--- src/design/xbr_pkg.sv ---
// Types and constants of the XMODEM block receiver.
package xbr_pkg;

    localparam int BLOCK_BYTES = 128;
    localparam int IDX_W       = $clog2(BLOCK_BYTES);
    localparam int POS_W       = $clog2(BLOCK_BYTES + 4);

    // Position of the checksum byte within a frame.
    localparam logic [POS_W-1:0] FRAME_LAST = POS_W'(BLOCK_BYTES + 3);
    localparam logic [POS_W-1:0] POS_START  = POS_W'(0);
    localparam logic [POS_W-1:0] POS_NUMBER = POS_W'(1);
    localparam logic [POS_W-1:0] POS_COMPL  = POS_W'(2);
    localparam logic [POS_W-1:0] POS_DATA   = POS_W'(3);

    localparam logic [7:0] CHAR_SOH = 8'h01;
    localparam logic [7:0] CHAR_EOT = 8'h04;

    localparam logic [1:0] ACT_LINE  = 2'd0;
    localparam logic [1:0] ACT_READ  = 2'd1;
    localparam logic [1:0] ACT_START = 2'd2;

    localparam logic [1:0] REPLY_NONE = 2'd0;
    localparam logic [1:0] REPLY_ACK  = 2'd1;
    localparam logic [1:0] REPLY_NAK  = 2'd2;

    typedef struct packed {
        logic [1:0]       action;
        logic [7:0]       rx_byte;
        logic [IDX_W-1:0] read_index;
    } t_in_item;

    typedef struct packed {
        logic [1:0] reply;
        logic       frame_complete;
        logic       block_kept;
        logic       transfer_done;
        logic [7:0] read_data;
        logic [7:0] next_block;
    } t_out_item;

endpackage

--- src/design/xmodem_block_receiver_unit.sv ---
// XMODEM checksum receiver: frame tracking, data store and reply generation.
// Pipeline: two stages (input, result); a result loads when its item leaves the input stage.
// Throughput: one item per cycle unless stalled; each passes once through the frame logic.
// Reset clears frame state, sets the expected block to one and empties both pipeline stages.
// The data store is not cleared by reset; a read of a never-written entry returns anything.
// A result waiting under stall still lets one more item into the input stage.
module xmodem_block_receiver_unit
    import xbr_pkg::*;
(
    input  logic      i_clk,
    input  logic      i_rst_n,
    input  logic      i_in_valid,
    output logic      o_in_stall,
    input  t_in_item  i_in,
    output logic      o_out_valid,
    input  logic      i_out_stall,
    output t_out_item o_out
);

    // Input stage: the accepted item waits here while its store read completes.
    logic             r_s1_valid;
    t_in_item         r_s1;

    // Result register.
    logic             r_out_valid;
    t_out_item        r_out;

    // Frame state.
    logic [POS_W-1:0] r_pos,      n_pos;
    logic [7:0]       r_expected, n_expected;
    logic [7:0]       r_sum,      n_sum;
    logic [7:0]       r_hstart,   n_hstart;
    logic [7:0]       r_hnum,     n_hnum;
    logic [7:0]       r_hcomp,    n_hcomp;
    logic             r_receiving, n_receiving;

    // Read-during-write bypass: the store read for an item is issued at its
    // accept edge, which may be the same edge at which the previous item
    // writes that entry. The RAM returns the old byte then, so the new byte
    // is captured here instead.
    logic             r_byp;
    logic [7:0]       r_byp_data;

    t_out_item        n_out;
    logic             out_ready;
    logic             s1_adv;
    logic             in_accept;
    logic             ram_we;
    logic             n_we;
    logic [IDX_W-1:0] ram_waddr;
    logic [7:0]       ram_rdata;
    logic             frame_ok;

    // The result register frees up when it is empty or being taken.
    assign out_ready  = !r_out_valid || !i_out_stall;
    assign s1_adv     = r_s1_valid && out_ready;
    assign o_in_stall = r_s1_valid && !out_ready;
    assign in_accept  = i_in_valid && !o_in_stall;

    assign ram_we    = s1_adv && n_we;
    assign ram_waddr = IDX_W'(r_pos - POS_DATA);

    xbr_ram #(
        .WIDTH (8),
        .DEPTH (BLOCK_BYTES)
    ) u_store (
        .i_clk   (i_clk),
        .i_we    (ram_we),
        .i_waddr (ram_waddr),
        .i_wdata (r_s1.rx_byte),
        .i_re    (in_accept),
        .i_raddr (i_in.read_index),
        .o_rdata (ram_rdata)
    );

    // A frame passes when it opens with SOH, the number matches its
    // complement, and the running sum equals the checksum byte.
    assign frame_ok = (r_hstart == CHAR_SOH) && ((r_hnum ^ r_hcomp) == 8'hFF) &&
                      (r_sum == r_s1.rx_byte);

    always_comb begin
        n_pos       = r_pos;
        n_expected  = r_expected;
        n_sum       = r_sum;
        n_hstart    = r_hstart;
        n_hnum      = r_hnum;
        n_hcomp     = r_hcomp;
        n_receiving = r_receiving;
        n_we        = 1'b0;
        n_out       = '0;

        unique case (r_s1.action)
            ACT_START: begin
                // A new receive restarts framing and asks the sender to begin.
                n_receiving = 1'b1;
                n_pos       = POS_START;
                n_sum       = 8'd0;
                n_expected  = 8'd1;
                n_out.reply = REPLY_NAK;
            end
            ACT_READ: begin
                n_out.read_data = r_byp ? r_byp_data : ram_rdata;
            end
            ACT_LINE: begin
                // Line bytes are ignored while no receive is active.
                if (r_receiving) begin
                    priority if (r_pos == POS_START && r_s1.rx_byte == CHAR_EOT) begin
                        // End of transmission stands in place of a frame.
                        n_out.reply         = REPLY_ACK;
                        n_out.transfer_done = 1'b1;
                        n_receiving         = 1'b0;
                    end else if (r_pos == POS_START) begin
                        n_hstart = r_s1.rx_byte;
                        n_sum    = 8'd0;
                        n_pos    = POS_NUMBER;
                    end else if (r_pos == POS_NUMBER) begin
                        n_hnum = r_s1.rx_byte;
                        n_pos  = POS_COMPL;
                    end else if (r_pos == POS_COMPL) begin
                        n_hcomp = r_s1.rx_byte;
                        n_pos   = POS_DATA;
                    end else if (r_pos < FRAME_LAST) begin
                        n_we  = 1'b1;
                        n_sum = r_sum + r_s1.rx_byte;
                        n_pos = r_pos + POS_W'(1);
                    end else begin
                        // Checksum byte: judge the frame and keep it if it is
                        // the block we are waiting for.
                        n_out.reply          = frame_ok ? REPLY_ACK : REPLY_NAK;
                        n_out.frame_complete = 1'b1;
                        if (frame_ok && r_hnum == r_expected) begin
                            n_out.block_kept = 1'b1;
                            n_expected       = r_expected + 8'd1;
                        end
                        n_pos = POS_START;
                        n_sum = 8'd0;
                    end
                end
            end
            default: begin
                // Unused action code: no effect.
            end
        endcase

        n_out.next_block = n_expected;
    end

    // Control state and frame state.
    always_ff @(posedge i_clk) begin
        if (!i_rst_n) begin
            r_s1_valid  <= 1'b0;
            r_out_valid <= 1'b0;
            r_pos       <= POS_START;
            r_expected  <= 8'd1;
            r_sum       <= 8'd0;
            r_hstart    <= 8'd0;
            r_hnum      <= 8'd0;
            r_hcomp     <= 8'd0;
            r_receiving <= 1'b0;
        end else begin
            if (in_accept) begin
                r_s1_valid <= 1'b1;
            end else if (s1_adv) begin
                r_s1_valid <= 1'b0;
            end

            if (s1_adv) begin
                r_out_valid <= 1'b1;
                r_pos       <= n_pos;
                r_expected  <= n_expected;
                r_sum       <= n_sum;
                r_hstart    <= n_hstart;
                r_hnum      <= n_hnum;
                r_hcomp     <= n_hcomp;
                r_receiving <= n_receiving;
            end else if (!i_out_stall) begin
                r_out_valid <= 1'b0;
            end
        end
    end

    // Payload registers.
    always_ff @(posedge i_clk) begin
        if (in_accept) begin
            r_s1       <= i_in;
            r_byp      <= ram_we && (ram_waddr == i_in.read_index);
            r_byp_data <= r_s1.rx_byte;
        end
        if (s1_adv) begin
            r_out <= n_out;
        end
    end

    assign o_out_valid = r_out_valid;
    assign o_out       = r_out;

endmodule

--- src/design/xbr_ram.sv ---
// Generic single-write, single-read RAM with a registered read port.
module xbr_ram #(
    parameter int WIDTH = 8,
    parameter int DEPTH = 128
) (
    input  logic                     i_clk,
    input  logic                     i_we,
    input  logic [$clog2(DEPTH)-1:0] i_waddr,
    input  logic [WIDTH-1:0]         i_wdata,
    input  logic                     i_re,
    input  logic [$clog2(DEPTH)-1:0] i_raddr,
    output logic [WIDTH-1:0]         o_rdata
);

    logic [WIDTH-1:0] r_mem [DEPTH];
    logic [WIDTH-1:0] r_rdata;

    always_ff @(posedge i_clk) begin
        if (i_we) begin
            r_mem[i_waddr] <= i_wdata;
        end
        if (i_re) begin
            r_rdata <= r_mem[i_raddr];
        end
    end

    assign o_rdata = r_rdata;

endmodule

--- config.mk ---
export PLATFORM = sky130hd
export DESIGN_NAME = xmodem_block_receiver_unit
export DESIGN_NICKNAME = d
export VERILOG_FILES = /design/src/design/xbr_pkg.sv /design/src/design/xmodem_block_receiver_unit.sv /design/src/design/xbr_ram.sv
export SDC_FILE = /design/constraint.sdc
export NUM_CORES = 1
export LEC_CHECK = 0
export BUFFER_PORTS_ARGS = -buffer_cell sky130_fd_sc_hd__buf_2
export CORE_MARGIN = 3
export CORE_UTILIZATION = 25
export DETAILED_ROUTE_END_ITERATION = 10
export PLACE_DENSITY = 0.42
export SKIP_LAST_GASP = 1
export SLEW_MARGIN = 0
export SYNTH_ARGS = -nofsm -noshare
export SYNTH_HDL_FRONTEND = slang
export SYNTH_SLANG_ARGS = --single-unit
--- constraint.sdc ---
create_clock -name i_clk -period 12.8 [get_ports i_clk]
set_input_delay 2.56 -clock i_clk [delete_from_list [all_inputs] [get_ports i_clk]]
set_output_delay 2.56 -clock i_clk [all_outputs]
set_load 0.01 [all_outputs]
### After elaboration in Yosys (flattened, before gate mapping)

Memories as Yosys holds them, arrays and structs flattened. A register that Yosys moved wholly into a read port is not among the register bits.
Cells that the tools add are included.
W data, S select, Z words.

* bits in registers: 91
* RAM bits: 1024
* input port bits: 21
* output and inout port bits: 23
* logic and storage cells: 123
* memories: 1

* $add $sub $neg: 4
* magnitude comparators: 1
* equal/unequal tests: 15
* mux-type cells: 50
* bitwise logic cells: 6
* reductions and logical operators: 27

Memories
* u_store.r_mem: depth 128, width 8, read ports 1, clocked after Yosys merged registers in 1, wr ports 1, RTL line xbr_ram.sv:15 `logic [WIDTH-1:0] r_mem [DEPTH];`

Operators with widths (count)
* $mux W8: 20
* $pmux W8 S2: 3
* $mux W1: 17
* $add A8 B1 Y8 const B: 2
* $eq A8 B1 Y1 const B: 2
* $eq A8 B8 Y1: 2
* $mux W4: 4
* $reduce_and A6 Y1: 2
* $logic_and A1 B1 Y1: 9
* $add A8 B8 Y8: 1
* $eq A8 B2 Y1 const B: 1
* $eq A8 B3 Y1 const B: 1
* $eq A8 B8 Y1 const B: 1
* $logic_not A8 Y1: 1
* $lt A8 B8 Y1 const B: 1
* $xor A8 B8 Y8: 1
* $eq A7 B7 Y1: 1
* $reduce_and A7 Y1: 1
* $reduce_or A7 Y1: 1
* $sub A7 B2 Y7 const B: 1
* $mux W2: 3
* $ne A3 B3 Y1 const B: 2
* $reduce_or A6 Y1: 1
* $mux W5: 1
* 14 further kinds: 24

### Longest topological paths before layout

* depth in word-level cells: 13
* gate-level depth with buffers: 10
* gate-level depth less buffers: 8

### Hierarchy

Synthesis repeated with hierarchy kept, for this count alone.

* cells, all modules: 2094
* area total of the unflattened synthesis: 44402.6 µm²

Modules (own cells, without submodules)
* xbr_ram: instances 1, cells an instance 1635, area each 39745.6 µm², seq. area each 30989.7 µm²
* xmodem_block_receiver_unit: instances 1, cells an instance 459, area each 4657.0 µm², seq. area each 2222.1 µm²

### Worst setup path before layout

No wires, ideal clock.

* kind: in2out
* start point: input port i_out_stall
* end point: output port o_in_stall
* arrival time: 2.779 ns
* data required time: 10.240 ns
* setup slack: 7.461 ns
* stages on the path: 1
* buffers on the path: 0
* cells stage by stage: and3_1

* cells in the longest elaborated chain, start to end: 4

Ends and longest elaborated chain
* from (decl): RTL line xmodem_block_receiver_unit.sv:16 `input logic i_out_stall,`
* $logic_not A1 Y1
* $logic_or A1 B1 Y1: RTL line xmodem_block_receiver_unit.sv:55 `assign out_ready = !r_out_valid || !i_out_stall;`
* $logic_not A1 Y1: RTL line xmodem_block_receiver_unit.sv:57 `assign o_in_stall = r_s1_valid && !out_ready;`
* $logic_and A1 B1 Y1: RTL line xmodem_block_receiver_unit.sv:57
* to (decl): RTL line xmodem_block_receiver_unit.sv:13 `output logic o_in_stall,`

No other way between the ends.

==> results.json <==
{
  "antenna_found_initial": 9,
  "cts_tree": "yes",
  "worst_slew_pin_slew_ns": 1.15,
  "drc": 0,
  "cts_resized": 0,
  "synth_top_cells_by_count": "edfxtp_1 (1072), mux4_2 (192), nor2_1 (192), mux2i_1 (127), a21oi_1 (74)",
  "synth_ff_type": "edfxtp_1",
  "status": "finished clean",
  "crit_fanout": 92,
  "finClkSkew_ns": 0.0411,
  "p_sw_mw": 1.66,
  "vias_per_cell": 4.60,
  "finalCritPeriodShare_pct": 49.4,
  "cts.path.max_buffers": 3,
  "path_cells": "buf_8 > buf_12 > buf_4 > mux4_2 > a22o_1 > a221oi_1 > o22ai_1 > nor3_1 > o211ai_1",
  "avgSynthCellArea_um2": 18.7,
  "syn_inst": 2367,
  "grt_max_degree": 99,
  "synth.largest_area_cell": "edfxtp_1",
  "ys_ff_latch": 1123,
  "ant_nets": 0,
  "rsz0062_at_grt": "no",
  "path_clk_slew_ns": 0.06,
  "combPwrFrac_pct": 4.2,
  "final_nets": 2486,
  "syn_area_mm2": 0.0442,
  "cts_made_buffers": 121,
  "yosysWarningCount": 0,
  "crit_type": "input port to flop",
  "drive_above_1_share_pct": 19.3,
  "grt_pass1_wl_mm": 170,
  "grt-ovfl-total": 0,
  "peakVddDrop_mv": 0.106,
  "cp_slowest_cell": "buf_4",
  "cts_htree_levels": 3,
  "drv_cap": 0,
  "die_area_mm2": 0.182,
  "cts_root_buf": "clkbuf_16",
  "setup_violations": 0,
  "placementRows": 153,
  "clkPwrFrac_pct": 43.7,
  "numPortBuffers": 43,
  "p_seq_share_pct": 52.1,
  "ys_types": 66,
  "holdCritPathClass": "flop to flop",
  "critPathArrivalTime_ns": 6.75,
  "hold_slack_ns": 0.478,
  "synth_edf_count": 1072,
  "gp_congestion": 0.768,
  "grt_pass1_vias": 23200,
  "placed_cells": 4654,
  "cp_slowest_stage_delay_ns": 0.73,
  "io_pins": 44,
  "syn2layout_area_growth_pct": 15.4,
  "yosys-top-cells-area": "edfxtp_1 (73%), mux4_2 (9.8%), mux2i_1 (2.9%)",
  "drt_pass1_iterations": 7,
  "powerDensity_mw_per_mm2": 152,
  "p_leak_nw": 15.8,
  "slew_viol_final": 0,
  "fmax_ghz": 0.158,
  "p_total_mw": 7.76,
  "clk_latency_ns": 0.73,
  "vias": 22400,
  "worstSetupStartpointType": "input port",
  "die_w_um": 426,
  "relSlewSlack_pct": 23.0,
  "wl_per_cell_um": 24.2,
  "synth_most_common_cell": "edfxtp_1",
  "final_core_util_pct": 29.2,
  "p_int_mw": 6.11,
  "core_area_mm2": 0.175,
  "initial_core_util_pct": 25.3,
  "worstPathRequired_ns": 13.22,
  "cp-end-kind": "flop",
  "routed_wirelength_mm": 118,
  "fin_cells": 4876,
  "swShare_pct": 21.4,
  "synth_fp_nets": 2401,
  "dr.first_iter.drc_count": 1882,
  "die_y_um": 426,
  "synth-seq-area-share_pct": 75.2,
  "cts.sinks": 1123,
  "async_flop_share_pct": 0,
  "synth_top_area_share_pct": 72.8,
  "period_needed_ns": 6.33,
  "postCtsHoldBufs": 0,
  "hpwlAfterDp_mm": 70.8,
  "post_cts_buffers": 0,
  "hold_viol_final": 0,
  "grt_usage_pct": 12.8,
  "tns_ns": 0
}
[flip-flops by register name (all words and copies together), names as in the netlist, 8 cells and up]
| signal | cells |
|---|---|
| u_store.r_mem | 1024 |
| r_pos | 8 |
| r_expected | 8 |
| o_out | 21 |
| r_byp_data | 8 |
| r_sum | 8 |
| u_store.o_rdata | 8 |
| r_hnum | 8 |
| r_hcomp | 8 |
| r_s1 | 10 |
| r_hstart | 8 |
[kinds of logic (layout without fill, tap and decap cells)]
kind of cell / after synthesis / after routing / synth area share, %
buffers and inverters: 149 / 331 / 1.50
other: 0 / 2 / 0
adder cells (fa/ha/maj): 13 / 13 / 0.385
flip-flops: 1123 / 1123 / 75.2
multiplexers: 328 / 328 / 12.9
AO/OA/AOI/OAI: 320 / 320 / 5.18
AND/OR/NAND/NOR: 397 / 397 / 4.16
XOR/XNOR: 37 / 37 / 0.733
[per-layer routing]
layer	wire length, um	up-vias	part of all wire [%]	global-route usage (%)
met2	56000	586	47	20.8
met4	2070	0	1.8	3.22
met1	53500	11900	45	17.7
met3	6370	143	5.4	2.49
li1	-	9816	-	-
met5	0	-	0	0
[layout by cell type (no fill, tap or decap), types with 8 or more instances in the layout]
master	count
o211ai_1	18
clkbuf_16	121
nor2_1	190
o22ai_1	10
or3_1	8
bufinv_16	12
ha_1	12
a22o_1	24
nand4_1	12
buf_2	41
xnor2_1	22
o21ai_0	20
dfxtp_1	51
clkinv_2	24
nand3_1	20
a41o_1	8
nor3_1	17
buf_4	50
a22oi_1	72
a21oi_1	74
a221oi_1	32
and3_1	14
edfxtp_1	1072
mux2i_1	127
nor2b_1	26
clkinv_1	28
clkbuf_1	21
inv_1	16
mux2_2	9
mux4_2	192
xor2_1	15
nand2_1	64
a211oi_1	26
[cell type report]
class                   instances  area [um2]
fillers                     17000      124000
flip-flops and latches       1123       33200
multi-input cells            1095       10300
clock buffers                 142        3110
well taps                    2325        2910
clock inverters                78         718
repair buffers                 95         649
inverters                      16        60.1
diodes                          2        5.00
[critical path, delay by kind of cell]
kind                   cells  cell delay [ns]
and+or+nand+nor            1             0.63
AOI/OAI and AO/OA          4             0.87
buffers and inverters      3             1.91
muxes                      1             0.59
[final timing paths]
kind,from,end,slack [ns],cells after the start
max,i_in[0],u_store.o_rdata[2],6.47,9
min,r_sum[5],r_sum[5],0.48,2
max reg2reg,r_pos[0],u_store.r_mem[14][2],8.15,7
min reg2reg,r_sum[5],r_sum[5],0.48,2
[through the flow]
stage,setup slack [ns],area [um2]
after detailed placement,5.58,47200
after global placement,5.62,47200
final,6.47,51000
after global routing,6.18,51000
after floorplan,7.46,44200
after CTS,6.39,51000
[power by group through the flow]
stage	registers [mW]	logic (mW)	clock network [mW]
after floorplan	4.15	0.176	0
after global placement	4.12	0.333	0
after detailed placement	4.12	0.339	0
after CTS	4.04	0.339	3.49
after global routing	4.04	0.355	3.63
final	4.04	0.330	3.39
Power figures use the tool's default switching activity.
